**config.mk**
```make
export PLATFORM = sky130hd
export DESIGN_NAME = gthq_blend
export DESIGN_NICKNAME = d
export VERILOG_FILES = /design/src/rtl/gthq_pkg.sv /design/src/rtl/gthq_blend.sv
export SDC_FILE = /design/constraint.sdc
export NUM_CORES = 1
export LEC_CHECK = 0
export ABC_AREA = 1
export BUFFER_PORTS_ARGS = -buffer_cell sky130_fd_sc_hd__clkbuf_2
export CORE_MARGIN = 3
export CORE_UTILIZATION = 56
export DETAILED_ROUTE_END_ITERATION = 7
export GPL_ROUTABILITY_DRIVEN = 0
export MAX_ROUTING_LAYER = met4
export PLACE_DENSITY_LB_ADDON = 0.2
export RECOVER_POWER = 50
export SYNTH_ARGS = -nofsm -noshare
export SYNTH_HDL_FRONTEND = slang
export SYNTH_SLANG_ARGS = --single-unit
```
**constraint.sdc**
```tcl
create_clock -name clock -period 11.6 [get_ports clock]
set_clock_uncertainty 0.1 [all_clocks]
set_input_delay 1.74 -clock clock [delete_from_list [all_inputs] [get_ports clock]]
set_output_delay 1.74 -clock clock [all_outputs]
set_load 0.05 [all_outputs]
```
**src/rtl/gthq_pkg.sv**
```systemverilog
// Package for the grid terrain height query block.
// Field widths, the item kind codes and the query context struct.
// No dependencies.
package gthq_pkg;

   localparam int GRID_SIDE_DEF = 256;

   localparam int TILE_W   = 8;
   localparam int IDX_W    = 16;
   localparam int SAMPLE_W = 8;
   localparam int POS_W    = 18;
   localparam int FRAC_W   = 8;
   localparam int HEIGHT_W = 16;

   localparam logic [TILE_W-1:0] TILE_RESET = 8'd255;

   typedef enum logic {
      ACT_LOAD  = 1'b0,
      ACT_QUERY = 1'b1
   } action_type;

   typedef struct packed {
      logic              in_range;
      logic [FRAC_W-1:0] fx;
      logic [FRAC_W-1:0] fz;
   } qctx_type;

endpackage

```
**src/rtl/gthq_blend.sv**
```systemverilog
// Triangle blend: picks the triangle, forms the two weighted differences,
// sums them onto the base corner and holds the result. Depends on gthq_pkg.
module gthq_blend (
   input  logic                          clock,
   input  logic                          en2,
   input  logic                          en3,
   input  logic                          en_out,
   input  gthq_pkg::qctx_type            ctx,
   input  logic [gthq_pkg::SAMPLE_W-1:0] h0,
   input  logic [gthq_pkg::SAMPLE_W-1:0] h1,
   input  logic [gthq_pkg::SAMPLE_W-1:0] h2,
   input  logic [gthq_pkg::SAMPLE_W-1:0] h3,
   output logic [gthq_pkg::HEIGHT_W-1:0] height,
   output logic                          in_range
);
   import gthq_pkg::*;

   qctx_type             ctx2_ff;
   logic [FRAC_W:0]      fsum;
   logic                 lower;
   logic [SAMPLE_W-1:0]  hb;
   logic [FRAC_W:0]      wa, wb;
   logic signed [8:0]    d1, d2;
   logic signed [18:0]   p1_in, p2_in;

   logic signed [18:0]   p1_ff, p2_ff;
   logic [SAMPLE_W-1:0]  hb_ff;
   logic                 inr3_ff;
   logic signed [19:0]   sum;

   logic [HEIGHT_W-1:0]  height_ff, height_in;
   logic                 in_range_ff;

   always_ff @(posedge clock) begin
      if (en2) begin
         ctx2_ff <= ctx;
      end
   end

   assign fsum  = {1'b0, ctx2_ff.fx} + {1'b0, ctx2_ff.fz};
   assign lower = !fsum[FRAC_W];
   assign hb    = lower ? h0 : h3;
   assign wa    = lower ? {1'b0, ctx2_ff.fz} : 9'd256 - {1'b0, ctx2_ff.fx};
   assign wb    = lower ? {1'b0, ctx2_ff.fx} : 9'd256 - {1'b0, ctx2_ff.fz};
   assign d1    = $signed({1'b0, h1}) - $signed({1'b0, hb});
   assign d2    = $signed({1'b0, h2}) - $signed({1'b0, hb});
   assign p1_in = d1 * $signed({1'b0, wa});
   assign p2_in = d2 * $signed({1'b0, wb});

   always_ff @(posedge clock) begin
      if (en3) begin
         p1_ff   <= p1_in;
         p2_ff   <= p2_in;
         hb_ff   <= hb;
         inr3_ff <= ctx2_ff.in_range;
      end
   end

   assign sum       = $signed({4'b0, hb_ff, 8'h00}) + 20'(p1_ff) + 20'(p2_ff);
   assign height_in = inr3_ff ? sum[HEIGHT_W-1:0] : '0;

   always_ff @(posedge clock) begin
      if (en_out) begin
         height_ff   <= height_in;
         in_range_ff <= inr3_ff;
      end
   end

   assign height   = height_ff;
   assign in_range = in_range_ff;

endmodule

```
Word level (Yosys, flattened, before mapping)
Index checks and enable logic that the tools add are counted.
{ "op_classes": {"add_sub_neg": 7, "n_mul": 2, "muxes": 3} }
{ "ops": {"columns": ["op", "n"], "rows": [
  ["$add A16 B16 Y16", 2],
  ["$mul A9 B10 Y16", 2],
  ["$mux W9", 2],
  ["$sub A8 B8 Y9", 2],
  ["$sub A9 B8 Y9 const A", 2],
  ["$add A8 B8 Y9", 1],
  ["$mux W8", 1]
]} }
{ "totals": {"register_bits": 75, "in_bits": 53} }

Depth between registers and ports, before layout
Gate-level depths: netlist (run 1).
{ "depth": {"word_depth": 4, "mapped_depth": 44, "depth_no_buf": 43} }

Worst setup path before layout (run 1)
Ideal clock, no wire load.
{ "synth_path": {"path_kind": "input to register", "start": "input h3[1] (netlist name)", "end": "register p1_ff[15] (data pin)", "setup_time_ps": 252, "arrival_time_ps": 7705, "path_slack_ps": 3543, "cell_stages": 32, "n_path_buf": 0, "path_cell_list": "or2_2 o21ai_0 inv_1 fa_1 o21ai_2 nand3_1 nand2_1 nand2_1 nand2_2 inv_2 nand2_1 fa_1 fa_1 inv_1 fa_1 fa_1 inv_1 fa_1 inv_1 ha_1 a21oi_1 o21ai_0 a21oi_1 o21ai_0 a21oi_1 nor2_1 nor2_1 xor2_1 xor2_1 inv_1 nand2_1 nand2_1"} }
{ "synth_between": {"elab_chain_cells": 3} }
{ "synth_lines": {"columns": ["element", "line_no", "rtl"], "rows": [
  ["start: declaration", "gthq_blend.sv:12", "input logic [gthq_pkg::SAMPLE_W-1:0] h3,"],
  ["$mux W8", "gthq_blend.sv:42", "assign hb = lower ? h0 : h3;"],
  ["named net hb[1]", "gthq_blend.sv:21", "logic [SAMPLE_W-1:0] hb;"],
  ["$sub A8 B8 Y9", "gthq_blend.sv:45", "assign d1 = $signed({1'b0, h1}) - $signed({1'b0, hb});"],
  ["$mul A9 B10 Y16", "gthq_blend.sv:47", "assign p1_in = d1 * $signed({1'b0, wa});"],
  ["named net p1_in[15]", "gthq_blend.sv:24", "logic signed [18:0] p1_in, p2_in;"],
  ["end signal: assignment", "gthq_blend.sv:52", "p1_ff <= p1_in;"],
  ["end: declaration", "gthq_blend.sv:26", "logic signed [18:0] p1_ff, p2_ff;"]
]} }
The timed path passes the listed nets, and every way through them passes these cells.
A chain may end at the register's enable or synchronous reset.

Worst setup path in the final report (run 1)
{ "layout_path": {"start": "register ctx2_ff[13] (netlist name)", "end": "register p1_ff[15] (data pin)"} }
{ "layout_between": {"elab_chain_cells": 4} }
{ "layout_lines": {"columns": ["element", "line_no", "rtl"], "rows": [
  ["start: declaration", "gthq_blend.sv:18", "qctx_type ctx2_ff;"],
  ["start signal: assignment", "gthq_blend.sv:36", "ctx2_ff <= ctx;"],
  ["$add A8 B8 Y9", "gthq_blend.sv:40", "assign fsum = {1'b0, ctx2_ff.fx} + {1'b0, ctx2_ff.fz};"],
  ["$mux W8", "gthq_blend.sv:42", null],
  ["$sub A8 B8 Y9", "gthq_blend.sv:45", null],
  ["$mul A9 B10 Y16 *", "gthq_blend.sv:47", null],
  ["named net p1_in[15]", "gthq_blend.sv:24", null]
]} }
Mark *: on every way through the listed nets, which the timed path passes. The rest lies on a longest branch.

==> impl_metrics.ini, run 1 <==
[placed_design]
portBuffers = 69
dp_hpwl_um = 17700
dp_worst_setup_slack_ns = 2.77

[logic_synthesis]
synth_seq_area_share = 0.236
ys_types = 39
synth-seq-cells = 75
syn_nets = 1368
synth_cells = 1084
yosysMostFrequentCell = inv_1
yosys.area.top_type = edfxtp_1
synth_top_area_frac = 0.236
ys_warn_count = 0
syn_area_per_cell_um2 = 8.80
syn_area_um2 = 9540
synthArstFlopShare = 0
synth_ff_type = edfxtp_1
synthTopCellsByArea = edfxtp_1 (24%), fa_1 (23%), ha_1 (16%)
synth-edff-count = 75
synth.cells.most_frequent = inv_1 (229), nand2_1 (178), nor2_1 (130)

[outcome]
violations = capacitance limit, slew limit
status = finished, violations left

[clock_network]
post_cts.repair.setup_buffers = 0
cts-buffers-inserted = 9
h-tree-depth = 3
cts_root_buffer = clkbuf_16
cts-resized-gates = 0
clock_path_buffers = 2
postCtsHoldBufs = 0
clk_latency_ns = 0.34
cts_tree = done
clkTransAtPathRegs_ns = 0.06
cts_sinks = 75

[floorplanning]
dieArea_um2 = 18600
die_h_um = 137
rows = 47
die_w_um = 137
start_util = 0.573
ios = 70
fp.coreArea_um2 = 16600

[sta]
finalMaxSlewViolations = 42
finalHoldViolCount = 0
max_freq_ghz = 0.114
fin_crit_sh = 0.756
rsz0062_at_grt = false
worst_slew_pin_slew_ns = 2.23
setup_viol = 0
timing.setup.tns_ns = 0
fin_ws_ns = 2.83
max_slew_margin = -0.486
period_needed_ns = 8.77

[setup_path]
critPathMaxFanout = 45
worstSetupPathType = register to register
crit_path_top_delay_cell = xor2_1
reg2reg_to = p1_ff[15]$_DFFE_PP_
cp-startpoint = ctx2_ff[13]$_DFFE_PP_
cp.required_ns = 11.59
crit_arrival_ns = 8.76
crit_top_cell = inv_1
r2r_cells = 36
worst_setup_path_start_kind = register
cpPeakStageDelay_ns = 0.70
crit_path_end_kind = register
rrSetupSlack_ns = 2.83
timing.rr.start = ctx2_ff[13]$_DFFE_PP_
cp_num_buf_inv = 7
critPathTopFamily = adder cells

[detailed_routing]
route.detailed.drc = 0
drt_iter0_markers = 322
wl_per_cell_um = 15.0
routed_wl_um = 20800
drt.antenna.violating_nets = 0
drt_first_pass_iters = 5
vias_per_cell = 5.19
via_count = 7202

[layout]
fin_nets = 1445
num-fill-cells = 1410
final_layout_size_suffix_gt1_frac = 0.107
area_delta_synth_final_pct = 9.52

[hold_path]
hold_path_class = register to register
hold_end = inr3_ff$_DFFE_PP_
whs_path_depth = 0
worstHoldStart = ctx2_ff[16]$_DFFE_PP_

[global_routing]
grt_pass1_vias = 7409
grt_usage = 0.249
grt_pass1_wl_um = 35000
grt_max_degree = 46
antenna_found_initial = 1
grt_overflow_total = 0

[job]
maxCapViolCount = 1
-- registers in the layout (all words and copies together), names as in the netlist --
signal / flops
inr3_ff: 1
ctx2_ff: 17
hb_ff: 8
in_range: 1
p1_ff: 16
height: 16
p2_ff: 16
-- cells by family (layout without fill, tap and decap cells) --
group           count (synthesis)  in the layout  synth area share
xor+xnor                       38             38            0.0372
buf+inv                       243            325            0.0968
other cells                     0              1                 0
flops                          75             75             0.236
fa+ha+maj                     231            231             0.389
simple gates                  389            389             0.178
compound gates                108            108            0.0628
-- placed cells by master (no fill, tap or decap), types with 6 or more instances in the layout --
master     netlist  routed
edfxtp_1        75      75
nand3_1         38      38
inv_1          229     229
o21a_1           6       6
o21ai_0         31      31
ha_1           121     121
nor3_1           6       6
xnor2_1         11      11
o21ai_1          9       9
clkbuf_2         0      66
clkbuf_16        0       9
xor2_1          24      24
nor2_1         130     130
nand2_1        178     181
a21oi_1         44      44
inv_2            8       8
fa_1           110     110
-- worst reg2reg max path: cells and delay by family (launching register included) --
family                   cells  cell delay (ns)
buffers and inverters        7             0.51
AO/OA/AOI/OAI                9             1.95
flip-flops                   1             0.48
XOR/XNOR                     3             1.09
AND/OR/NAND/NOR              9             0.84
adder cells (fa/ha/maj)      8             3.55
-- through the flow --
| step | instances | cell area, um2 | hold WS, ns | utilization |
|---|---|---|---|---|
| after floorplan | 1084 | 9540 | 0.300 | - |
| after global placement | 1370 | 10200 | 0.450 | 0.610 |
| after detailed placement | 1370 | 10200 | 0.436 | 0.610 |
| after CTS | 1386 | 10500 | 0.459 | 0.629 |
| after global routing | 1387 | 10500 | 0.474 | 0.628 |
| final | 1387 | 10500 | 0.447 | 0.628 |
-- worst max path at each step --
stage,endpoint,slack (ns),cells past startpoint
floorplan,p1_ff[15]$_DFFE_PP_,3.54,32
global placement,p1_ff[15]$_DFFE_PP_,2.94,31
detailed placement,p1_ff[15]$_DFFE_PP_,2.77,32
CTS,p1_ff[15]$_DFFE_PP_,2.86,36
global route,p1_ff[15]$_DFFE_PP_,2.13,36
finish,p1_ff[15]$_DFFE_PP_,2.83,36
-- area by class of cell --
class / instances / area [um2] / share of cell area
flip-flops and latches: 75 / 2250 / 0.215
clock inverters: 7 / 97.6 / 0.00934
diodes: 1 / 2.50 / 0.000239
well taps: 220 / 275 / 0.0263
multi-input cells: 766 / 6340 / 0.607
inverters: 237 / 890 / 0.0851
clock buffers: 9 / 225 / 0.0215
repair buffers: 72 / 364 / 0.0348
-- routing by layer --
layer,GRT usage,routed length (um),vias up
li1,-,-,3550
met1,0.316,9140,3374
met2,0.401,9770,226
met3,0.0474,1140,52
met4,0.0885,779,0
met5,-,0,-
Power of run 1 is left out: the tool's default activity adds up to more than one toggle a clock period on the data nets, which glitch-free logic cannot reach.
==> run 2: changes to the inputs <==
==> constraint.sdc (replaced) <==
create_clock -name clock -period 8.9 [get_ports clock]
set_clock_uncertainty 0.1 [all_clocks]
set_input_delay 1.335 -clock clock [delete_from_list [all_inputs] [get_ports clock]]
set_output_delay 1.335 -clock clock [all_outputs]
set_load 0.05 [all_outputs]
==> run 2 against run 1 <==
  * The run now ends clean
  * Worst hold slack gained 0.047 ns
  * Flip-flop and latch count unchanged
  * Maximum frequency up 5.6%
  * Worst setup slack lost 2.2 ns
  * Critical endpoint unchanged
  * Cell area up 1.6%
  * Clock-buffer cell count did not move
  * Critical path depth fell by 1
  * Wire length is essentially flat
  * First-iteration DRC count rose by 41%
  * Final cell count up 0.79%
  * Die area stayed put
==> impl_metrics.ini, run 2 (same netlist as run 1, synthesis figures left out) <==
[setup_path]
critPathTopFamily = adder cells
crit_path_top_delay_cell = fa_1
worst_setup_path_start_kind = register
crit_path_end_kind = register
cp_num_buf_inv = 6
cp.required_ns = 8.89
crit_top_cell = inv_1
crit_arrival_ns = 8.30
cpPeakStageDelay_ns = 0.56
critPathMaxFanout = 12
worstSetupPathType = register to register

[clock_network]
clk_latency_ns = 0.34
cts-buffers-inserted = 9
cts_sinks = 75
clock_path_buffers = 2
h-tree-depth = 3
clkTransAtPathRegs_ns = 0.06
cts_tree = done
cts_root_buffer = clkbuf_16

[placed_design]
dp_hpwl_um = 17500
placed_area_um2 = 10200
portBuffers = 69

[global_routing]
grt_usage = 0.243
grt_overflow_total = 0
met1_usage = 0.320
grt_pass1_vias = 7266
antenna_found_initial = 0
grt_pass1_wl_um = 34300
use_met2 = 0.389
gr-usage-met3 = 0.0382
top_usage_layer = met2
grt_max_degree = 46

[sta]
setup_viol = 0
finalMaxSlewViolations = 0
fin_crit_sh = 0.933
period_needed_ns = 8.30
max_slew_margin = 0.316
max_freq_ghz = 0.120
finalHoldViolCount = 0
worst_slew_pin_slew_ns = 1.03

[layout]
final_layout_size_suffix_gt1_frac = 0.125
diodes = 0
fin_nets = 1457
mostFrequentLayoutCell = inv_1
largest_register_ffs = 17
area_delta_synth_final_pct = 11.3
fin_area_um2 = 10600
layout_common_cells = inv_1 (227), nand2_1 (177), nor2_1 (129)
top_register = ctx2_ff

[detailed_routing]
route.detailed.drc = 0
drt.antenna.violating_nets = 0
via_count = 7248
vias_per_cell = 5.18
drt_first_pass_iters = 5
drt_iter0_markers = 454
wl_per_cell_um = 14.9
routed_wl_um = 20800

[job]
maxCapViolCount = 0

[floorplanning]
fp.coreArea_um2 = 16600
dieArea_um2 = 18600
start_util = 0.573
ios = 70
die_h_um = 137
rows = 47
die_w_um = 137

[outcome]
status = complete, no violations

[hold_path]
hold_path_class = register to register
## run 2: cell types whose count changed in the layout (fill, tap and decap cells not counted), sizes merged
cell and delta:
buf +10, nand2 +2, clkinv +1, diode -1, inv -1
## run 2: worst paths after layout
path | end | depth (start not counted) | slack (ns) | startpoint
worst max register to register | p1_ff[15]$_DFFE_PP_ | 35 | 0.60 | ctx2_ff[7]$_DFFE_PP_
worst min-delay path | inr3_ff$_DFFE_PP_ | 0 | 0.49 | ctx2_ff[16]$_DFFE_PP_
worst max-delay path | p1_ff[15]$_DFFE_PP_ | 35 | 0.60 | ctx2_ff[7]$_DFFE_PP_
worst min register to register | inr3_ff$_DFFE_PP_ | 0 | 0.49 | ctx2_ff[16]$_DFFE_PP_
## run 2: through the flow
stage / hold slack, ns / TNS (ns) / util / std cells / worst slack [ns]
after floorplan: 0.300 / 0 / - / 1084 / 1.13
after global placement: 0.453 / 0 / 0.613 / 1376 / 0.616
after detailed placement: 0.475 / 0 / 0.613 / 1376 / 0.409
after CTS: 0.495 / 0 / 0.632 / 1392 / 0.288
after global routing: 0.515 / -0.0265 / 0.638 / 1398 / -0.0265
final: 0.494 / 0 / 0.638 / 1398 / 0.596
## run 2: timing repair
| item | CTS | global route |
|---|---|---|
| resized for setup | 0 | 12 |
| buffers inserted | 0 | 4 |
| setup endpoints to repair | 0 | 1 |
| hold buffers | 0 | 0 |
## run 2: final cells by class
cell class | instances | area, um2
inverter | 237 | 890
clock inverter | 7 | 100
clock buffer | 9 | 225
timing repair buffer | 82 | 453
multi-input combinational | 768 | 6420
fill | 1415 | 6020
sequential | 75 | 2250
tap | 220 | 275
## run 2: per-layer routing
layer / routed length, um / share of wire
met5: 0 / 0
met1: 9130 / 0.44
met3: 1210 / 0.058
met2: 9860 / 0.47
met4: 605 / 0.029
Power of run 2 is left out for the same reason.
