==> src/rtl/gthq_pkg.sv <==
// Package for the grid terrain height query block.
// Field widths, the item kind codes and the query context struct.
// No dependencies.
package gthq_pkg;

   localparam int GRID_SIDE_DEF = 256;

   localparam int TILE_W   = 8;
   localparam int IDX_W    = 16;
   localparam int SAMPLE_W = 8;
   localparam int POS_W    = 18;
   localparam int FRAC_W   = 8;
   localparam int HEIGHT_W = 16;

   localparam logic [TILE_W-1:0] TILE_RESET = 8'd255;

   typedef enum logic {
      ACT_LOAD  = 1'b0,
      ACT_QUERY = 1'b1
   } action_type;

   typedef struct packed {
      logic              in_range;
      logic [FRAC_W-1:0] fx;
      logic [FRAC_W-1:0] fz;
   } qctx_type;

endpackage

==> src/rtl/gthq_front.sv <==
// Front stage: range check, cell split and row base, then store write
// and corner addresses. Depends on gthq_pkg.
module gthq_front #(
   parameter int GRID_SIDE = gthq_pkg::GRID_SIDE_DEF,
   parameter int DEPTH     = GRID_SIDE * GRID_SIDE,
   parameter int AW        = $clog2(DEPTH)
) (
   input  logic                          clock,
   input  logic                          reset,
   input  logic                          s1_en,
   input  logic                          accept,
   input  logic [gthq_pkg::TILE_W-1:0]   tile_count,
   input  gthq_pkg::action_type          action,
   input  logic [gthq_pkg::IDX_W-1:0]    sample_index,
   input  logic [gthq_pkg::SAMPLE_W-1:0] sample_value,
   input  logic [gthq_pkg::POS_W-1:0]    pos_x,
   input  logic [gthq_pkg::POS_W-1:0]    pos_z,
   output logic                          s1_query,
   output logic                          wr_en,
   output logic [AW-1:0]                 wr_addr,
   output logic [gthq_pkg::SAMPLE_W-1:0] wr_data,
   output logic [AW-1:0]                 addr0,
   output logic [AW-1:0]                 addr1,
   output logic [AW-1:0]                 addr2,
   output logic [AW-1:0]                 addr3,
   output gthq_pkg::qctx_type            ctx
);
   import gthq_pkg::*;

   logic [TILE_W-1:0]   tiles;
   logic [16:0]         lim;
   logic                x_ok;
   logic                z_ok;
   logic [TILE_W:0]     side;
   logic [16:0]         prod;

   logic                v1_ff, v1_in;
   logic                ld_ff;
   logic [IDX_W-1:0]    idx_ff;
   logic [SAMPLE_W-1:0] val_ff;
   logic [AW-1:0]       base_ff;
   logic [TILE_W:0]     side_ff;
   logic [7:0]          col_ff;
   qctx_type            ctx_ff, ctx_in;

   logic [AW-1:0]       a0, a1;

   assign tiles = (tile_count > TILE_W'(GRID_SIDE - 1)) ? TILE_W'(GRID_SIDE - 1) : tile_count;
   assign lim   = {1'b0, tiles, 8'h00};
   assign x_ok  = !pos_x[POS_W-1] && (pos_x[16:0] < lim);
   assign z_ok  = !pos_z[POS_W-1] && (pos_z[16:0] < lim);
   assign side  = {1'b0, tiles} + 9'd1;
   assign prod  = 17'(pos_z[15:8]) * 17'(side);

   assign ctx_in.in_range = x_ok && z_ok;
   assign ctx_in.fx       = pos_x[FRAC_W-1:0];
   assign ctx_in.fz       = pos_z[FRAC_W-1:0];

   assign v1_in = s1_en ? accept : v1_ff;

   always_ff @(posedge clock) begin
      if (reset) begin
         v1_ff <= 1'b0;
      end else begin
         v1_ff <= v1_in;
      end
   end

   always_ff @(posedge clock) begin
      if (s1_en) begin
         ld_ff   <= (action == ACT_LOAD);
         idx_ff  <= sample_index;
         val_ff  <= sample_value;
         base_ff <= prod[AW-1:0];
         side_ff <= side;
         col_ff  <= pos_x[15:8];
         ctx_ff  <= ctx_in;
      end
   end

   assign s1_query = v1_ff && !ld_ff;

   // loads beyond the store are dropped
   assign wr_en   = v1_ff && ld_ff && ({1'b0, idx_ff} < 17'(DEPTH));
   assign wr_addr = idx_ff[AW-1:0];
   assign wr_data = val_ff;

   assign a0 = ctx_ff.in_range ? base_ff + AW'(col_ff) : '0;
   assign a1 = ctx_ff.in_range ? base_ff + AW'(side_ff) + AW'(col_ff) : '0;

   assign addr0 = a0;
   assign addr1 = a1;
   assign addr2 = ctx_ff.in_range ? a0 + AW'(1) : '0;
   assign addr3 = ctx_ff.in_range ? a1 + AW'(1) : '0;
   assign ctx   = ctx_ff;

endmodule

==> config.mk <==
export PLATFORM = sky130hd
export DESIGN_NAME = gthq_front
export DESIGN_NICKNAME = d
export VERILOG_FILES = /design/src/rtl/gthq_pkg.sv /design/src/rtl/gthq_front.sv
export SDC_FILE = /design/constraint.sdc
export NUM_CORES = 1
export LEC_CHECK = 0
export BUFFER_PORTS_ARGS = -buffer_cell sky130_fd_sc_hd__buf_2
export CORE_MARGIN = 5
export CORE_UTILIZATION = 51
export CTS_BUF_LIST = sky130_fd_sc_hd__clkbuf_4 sky130_fd_sc_hd__clkbuf_8
export DETAILED_ROUTE_END_ITERATION = 10
export MAX_ROUTING_LAYER = met4
export PLACE_DENSITY_LB_ADDON = 0.3
export RECOVER_POWER = 25
export SYNTH_ARGS = -nofsm -noshare
export SYNTH_HDL_FRONTEND = slang
export SYNTH_SLANG_ARGS = --single-unit
==> constraint.sdc <==
create_clock -name clock -period 5.1 [get_ports clock]
set_input_delay 0.255 -clock clock [delete_from_list [all_inputs] [get_ports clock]]
set_output_delay 0.255 -clock clock [all_outputs]
set_load 0.01 [all_outputs]
**Yosys cells after proc, flatten, opt, wreduce, memory -nomap -nowiden**

Cells that the tools add are included.

- Input port bits: 73
- Register bits: 76
- Word-level logic and storage cells: 34
- Output and inout bits: 107

- Reduce and logical (&&, ||, !) cells: 8
- $mul: 1
- Order comparisons: 3
- Mux-type cells: 5
- Bitwise operators: 1
- Add/sub/neg operators: 6

Operators with widths:

| kind | number |
|---|---|
| $mux 16 | 4 |
| $lt 17x16->1 | 2 |
| $add 16x1->16 const B | 2 |
| $add 16x8->16 | 2 |
| $add 16x9->16 | 1 |
| $mul 8x9->16 | 1 |
| $add 8x1->9 const B | 1 |
| $gt 8x8->1 const B | 1 |
| $mux 8 | 1 |
| $logic_and 1x1->1 | 5 |
| $logic_not 1->1 | 3 |
| $not 1->1 | 1 |

**Longest topological paths before layout**

- Depth after elaboration: 5
- Depth in mapped cells: 20
- Gate-level depth less buffers: 19

**Worst setup path after synthesis**

OpenSTA, ideal clock, no wires.

- Kind: input to register
- Start point: in tile_count[0] (netlist name)
- End point: reg base_ff[15] (data pin)
- Library setup time: 260 ps
- Required time: 4840 ps
- Path buffers: 1
- Setup slack: 306 ps
- Arrival time: 4535 ps
- Cell stages on the path: 17
- Cell sequence: clkbuf_1 -> nand2_1 -> nor4_1 -> xnor2_1 -> and2_1 -> fa_1 -> fa_1 -> fa_1 -> inv_1 -> fa_1 -> inv_1 -> ha_1 -> a21o_1 -> a31o_2 -> a41oi_1 -> a21oi_1 -> xnor2_1

- Longest elaborated chain between the ends: 4

Ends and longest elaborated chain:

| element | RTL line | source |
|---|---|---|
| start, declared | gthq_front.sv:12 | `input logic [gthq_pkg::TILE_W-1:0] tile_count,` |
| $gt 8x8->1 | gthq_front.sv:48 | `assign tiles = (tile_count > TILE_W'(GRID_SIDE - 1)) ? TILE_W'(GRID_SIDE - 1) : tile_count;` |
| $mux 8 * | gthq_front.sv:48 |  |
| $add 8x1->9 * | gthq_front.sv:52 | `assign side = {1'b0, tiles} + 9'd1;` |
| net side[7] | gthq_front.sv:34 | `logic [TILE_W:0] side;` |
| $mul 8x9->16 * | gthq_front.sv:53 | `assign prod = 17'(pos_z[15:8]) * 17'(side);` |
| net prod[15] | gthq_front.sv:35 | `logic [16:0] prod;` |
| end signal, assigned | gthq_front.sv:74 | `base_ff <= prod[AW-1:0];` |
| end, declared | gthq_front.sv:41 | `logic [AW-1:0] base_ff;` |

The timed path passes the listed nets; every way through them passes the cells marked *.
A chain may end at the register's enable or synchronous reset.

**Final worst setup path**

- Start point: in tile_count[0] (netlist name)
- End point: reg base_ff[13] (data pin)

Same word-level chain as after synthesis.

==> insert_results.sql <==
INSERT INTO impl_metrics (metric_group, metric, value, unit) VALUES
('sta', 'setup_repair_after_global_routing_missed_its_margin', 'false', ''),
('placed_design', 'io_buffers', '179', ''),
('grt', 'maximum_number_of_pins_on_one_net_before_global_route_repair', '44', ''),
('sta', 'maxSlewViolCount', '44', ''),
('sta', 'timing.final.crit_share', '0.954', ''),
('outcome', 'outcome', 'complete, but fails checks', ''),
('clock_network', 'cts-hold-fix-buffers', '0', ''),
('drt', 'detail_route.vias_per_cell', '5.24', ''),
('floorplan', 'area_of_the_die', '0.0167', 'mm2'),
('drt', 'drt.antenna.violating_nets', '0', ''),
('logic_synthesis', 'post_synth_and_or_nand_nor_area_fraction', '0.182', ''),
('layout', 'design.final.nets', '1084', ''),
('sta', 'crit_path_time_final', '4860', 'ps'),
('power_and_ir_drop', 'max-vdd-ir-drop', '0.000182', 'V'),
('sta', 'setup_slack', '236', 'ps'),
('worst_hold_path', 'min-delay-path-class', 'in -> reg', ''),
('floorplan', 'die_width', '129', 'um'),
('drt', 'wl_per_cell', '15.9', 'um'),
('logic_synthesis', 'synth-edff-count', '75', ''),
('clock_network', 'htree_levels', '3', ''),
('placed_design', 'place_ws', '-79.5', 'ps'),
('clock_network', 'cts-resized-gates', '0', ''),
('sta', 'timing.slew.headroom', '-0.677', ''),
('power_and_ir_drop', 'power', '0.00394', 'W'),
('logic_synthesis', 'ys.flop_type', 'sky130_fd_sc_hd__edfxtp_1', ''),
('logic_synthesis', 'postSynthCellCount', '706', ''),
('logic_synthesis', 'synth-compound-area-share', '0.0917', ''),
('layout', 'flow.area_growth_from_synthesis', '17.7', '%'),
('clock_network', 'worstSkewPairLatency', '360', 'ps'),
('power_and_ir_drop', 'p_leak', '4.00', 'nW'),
('logic_synthesis', 'synth_cell_types', '72', ''),
('drt', 'drt_iter0_drc', '414', ''),
('worst_setup_path', 'timing.critical_path.arrival', '4960', 'ps'),
('drt', 'drc', '0', ''),
('worst_setup_path', 'crit_fanout', '9', ''),
('grt', 'grt_pass1_vias', '5853', ''),
('grt', 'overflow', '0', ''),
('grt', 'grt_pass1_wl', '27.7', 'mm'),
('logic_synthesis', 'synth_xor_xnor_area_share', '0.0846', ''),
('clock_network', 'cts_tree', 'built', ''),
('layout', 'post_route_cells_drive_above_1_share', '0.236', ''),
('logic_synthesis', 'synth.cell_area', '0.00723', 'mm2'),
('grt', 'groute.usage.overall', '0.214', ''),
('sta', 'max_slew.worst_pin.slew', '2520', 'ps'),
('drt', 'vias', '5631', ''),
('worst_setup_path', 'type_of_element_capturing_the_critical_path', 'register', ''),
('logic_synthesis', 'synth_seq_area_share', '0.314', ''),
('layout', 'antenna_cells_inserted', '0', ''),
('clock_network', 'cts_buffer_depth', '2', ''),
('layout', 'fillCellCount', '1220', ''),
('drt', 'detail_route.first_pass.iterations', '5', ''),
('clock_network', 'clock-sinks', '76', ''),
('logic_synthesis', 'post_synth.cell_area_avg', '10.2', 'um2'),
('sta', 'achievable-frequency', '0.206', 'GHz'),
('floorplan', 'core_area', '0.0139', 'mm2'),
('job', 'max-cap-violations', '1', ''),
('logic_synthesis', 'post_synth_fa_ha_maj_area_fraction', '0.262', ''),
('logic_synthesis', 'synth.yosys.warnings', '0', ''),
('grt', 'antenna_found_initial', '0', ''),
('placed_design', 'gpl.final_weighted_congestion', '0.879', ''),
('floorplan', 'die_h', '129', 'um'),
('power_and_ir_drop', 'power-per-cell-area', '463', 'mW/mm2'),
('logic_synthesis', 'largest_family_of_logic_cells_by_synthesized_area', 'adder cells', ''),
('sta', 'finalHoldViolCount', '0', ''),
('clock_network', 'cts_inserted_buffers', '9', ''),
('floorplan', 'initial_core_util', '0.521', ''),
('sta', 'setup_violations', '0', ''),
('clock_network', 'clock_transition_at_the_registers_of_the_reported_paths', '90', 'ps'),
('drt', 'drt-total-wl', '17.1', 'mm'),
('outcome', 'failing_checks', 'max-capacitance violations, max-slew violations', ''),
('clock_network', 'cts.root.buffer_cell', 'sky130_fd_sc_hd__clkbuf_8', ''),
('worst_setup_path', 'critPathKind', 'in -> reg', ''),
('worst_setup_path', 'setup.worst_path.start_class', 'primary input', ''),
('placed_design', 'detailedPlacementHpwl', '14.1', 'mm'),
('floorplan', 'num_io_pins', '180', ''),
('logic_synthesis', 'synthesis.nets', '900', ''),
('logic_synthesis', 'async_reset_ff_frac', '0', ''),
('worst_setup_path', 'crit_required', '5200', 'ps'),
('clock_network', 'cts_setup_buffers', '0', ''),
('logic_synthesis', 'ys_ff_latch', '76', ''),
('logic_synthesis', 'synth_mux_area_frac', '0.0102', ''),
('floorplan', 'fp-row-count', '43', ''),
('sta', 'finalClockSkew', '0', 'ps');
==> area by class of cell <==
cell class / count / area, um2 / share of cell area
Clock buffer: 10 / 138 / 0.0162
Inverter: 84 / 315 / 0.0370
Multi-Input combinational cell: 530 / 4560 / 0.536
Clock inverter: 6 / 47.5 / 0.00559
Timing Repair Buffer: 189 / 953 / 0.112
Sequential cell: 76 / 2270 / 0.267
Tap cell: 180 / 225 / 0.0265
==> per-stage QoR <==
stage	hold slack, ps	util	setup TNS (ps)	area [um2]	std cells
2_1_floorplan	327	-	0	7230	706
3_3_place_gp	425	0.601	0	8340	1059
3_5_place_dp	425	0.601	-154	8340	1059
4_1_cts	30.8	0.614	0	8530	1075
5_1_grt	26.5	0.613	0	8510	1075
6_report	45.6	0.613	0	8510	1075
==> layout by cell type, fill, tap and decap left out, types with 6 or more instances in the layout <==
cell                         n
sky130_fd_sc_hd__a21oi_1    22
sky130_fd_sc_hd__nor3b_1     6
sky130_fd_sc_hd__inv_1      84
sky130_fd_sc_hd__xor2_1     21
sky130_fd_sc_hd__nand4_1     9
sky130_fd_sc_hd__buf_2     168
sky130_fd_sc_hd__nand3_1    14
sky130_fd_sc_hd__nor2b_1    22
sky130_fd_sc_hd__nand2b_1    7
sky130_fd_sc_hd__o21ai_0     9
sky130_fd_sc_hd__fa_1       51
sky130_fd_sc_hd__and2_1     61
sky130_fd_sc_hd__xnor2_1    47
sky130_fd_sc_hd__ha_1       70
sky130_fd_sc_hd__clkbuf_1   12
sky130_fd_sc_hd__nor2_1     38
sky130_fd_sc_hd__nor3_1     10
sky130_fd_sc_hd__buf_4       9
sky130_fd_sc_hd__edfxtp_1   75
sky130_fd_sc_hd__clkbuf_8   10
sky130_fd_sc_hd__a21o_1     17
sky130_fd_sc_hd__nand2_1    44
==> sequential cells by signal (all words and copies together), names as in the netlist <==
signal / cells
base_ff: 16
wr_addr: 16
ctx: 17
wr_data: 8
ld_ff: 1
col_ff: 8
v1_ff: 1
side_ff: 9
==> critical path, stage by stage <==
cell	delay [ps]
sky130_fd_sc_hd__clkbuf_1	100
sky130_fd_sc_hd__ha_1	190
sky130_fd_sc_hd__nand3_1	160
sky130_fd_sc_hd__xnor2_1	540
sky130_fd_sc_hd__nand2_1	170
sky130_fd_sc_hd__fa_1	510
sky130_fd_sc_hd__fa_1	490
sky130_fd_sc_hd__inv_1	50
sky130_fd_sc_hd__fa_1	530
sky130_fd_sc_hd__inv_1	50
sky130_fd_sc_hd__fa_1	530
sky130_fd_sc_hd__inv_1	50
sky130_fd_sc_hd__ha_1	350
sky130_fd_sc_hd__o21ai_0	100
sky130_fd_sc_hd__nand2b_1	100
sky130_fd_sc_hd__a31o_2	260
sky130_fd_sc_hd__a41oi_1	270
sky130_fd_sc_hd__nand2b_1	100
sky130_fd_sc_hd__xor2_1	140
==> final timing paths <==
check / to / slack, ps / from / cells past startpoint
setup reg to reg: v1_ff$_SDFFE_PP0P_ / 4440 / v1_ff$_SDFFE_PP0P_ / 2
setup / recovery: base_ff[13]$_DFFE_PP_ / 240 / tile_count[0] / 19
hold reg to reg: v1_ff$_SDFFE_PP0P_ / 550 / v1_ff$_SDFFE_PP0P_ / 2
hold / removal: v1_ff$_SDFFE_PP0P_ / 50 / reset / 2
==> Yosys cell counts, types with 6 or more instances <==
cell / count / share of area
sky130_fd_sc_hd__a21o_1: 17 / 0.018
sky130_fd_sc_hd__a21oi_1: 22 / 0.015
sky130_fd_sc_hd__and2_1: 61 / 0.053
sky130_fd_sc_hd__clkbuf_1: 8 / 0.0042
sky130_fd_sc_hd__edfxtp_1: 75 / 0.31
sky130_fd_sc_hd__fa_1: 51 / 0.14
sky130_fd_sc_hd__ha_1: 70 / 0.12
sky130_fd_sc_hd__inv_1: 84 / 0.044
sky130_fd_sc_hd__nand2_1: 44 / 0.023
sky130_fd_sc_hd__nand2b_1: 7 / 0.0061
sky130_fd_sc_hd__nand3_1: 14 / 0.0097
sky130_fd_sc_hd__nand4_1: 9 / 0.0078
sky130_fd_sc_hd__nor2_1: 38 / 0.020
sky130_fd_sc_hd__nor2b_1: 22 / 0.019
sky130_fd_sc_hd__nor3_1: 10 / 0.0069
sky130_fd_sc_hd__nor3b_1: 6 / 0.0062
sky130_fd_sc_hd__o21ai_0: 9 / 0.0062
sky130_fd_sc_hd__xnor2_1: 47 / 0.057
sky130_fd_sc_hd__xor2_1: 21 / 0.025
==> layer usage <==
metal / routed length, um / global-route usage / vias to the layer above
li1: - / - / 2788
met1: 7370 / 0.266 / 2679
met2: 8670 / 0.370 / 140
met3: 739 / 0.0284 / 24
met4: 278 / 0.0587 / 0
met5: 0 / - / -
==> logic make-up after synthesis <==
| group | count (synthesis) |
|---|---|
| adder cells (fa/ha/maj) | 121 |
| AND/OR/NAND/NOR | 238 |
| multiplexers | 7 |
| XOR/XNOR | 69 |
| AO/OA/AOI/OAI | 95 |
| flip-flops | 76 |
| buffers and inverters | 100 |
==> report_power, final <==
group	total (W)	internal, W	leakage, nW	switching [W]
combinational	0.00257	0.00110	3.17	0.00146
sequential	0.000947	0.000833	0.741	0.000114
clock	0.000426	0.000193	0.0928	0.000233
total	0.00394	0.00213	4.00	0.00181
(Power assumes the default switching activity.)
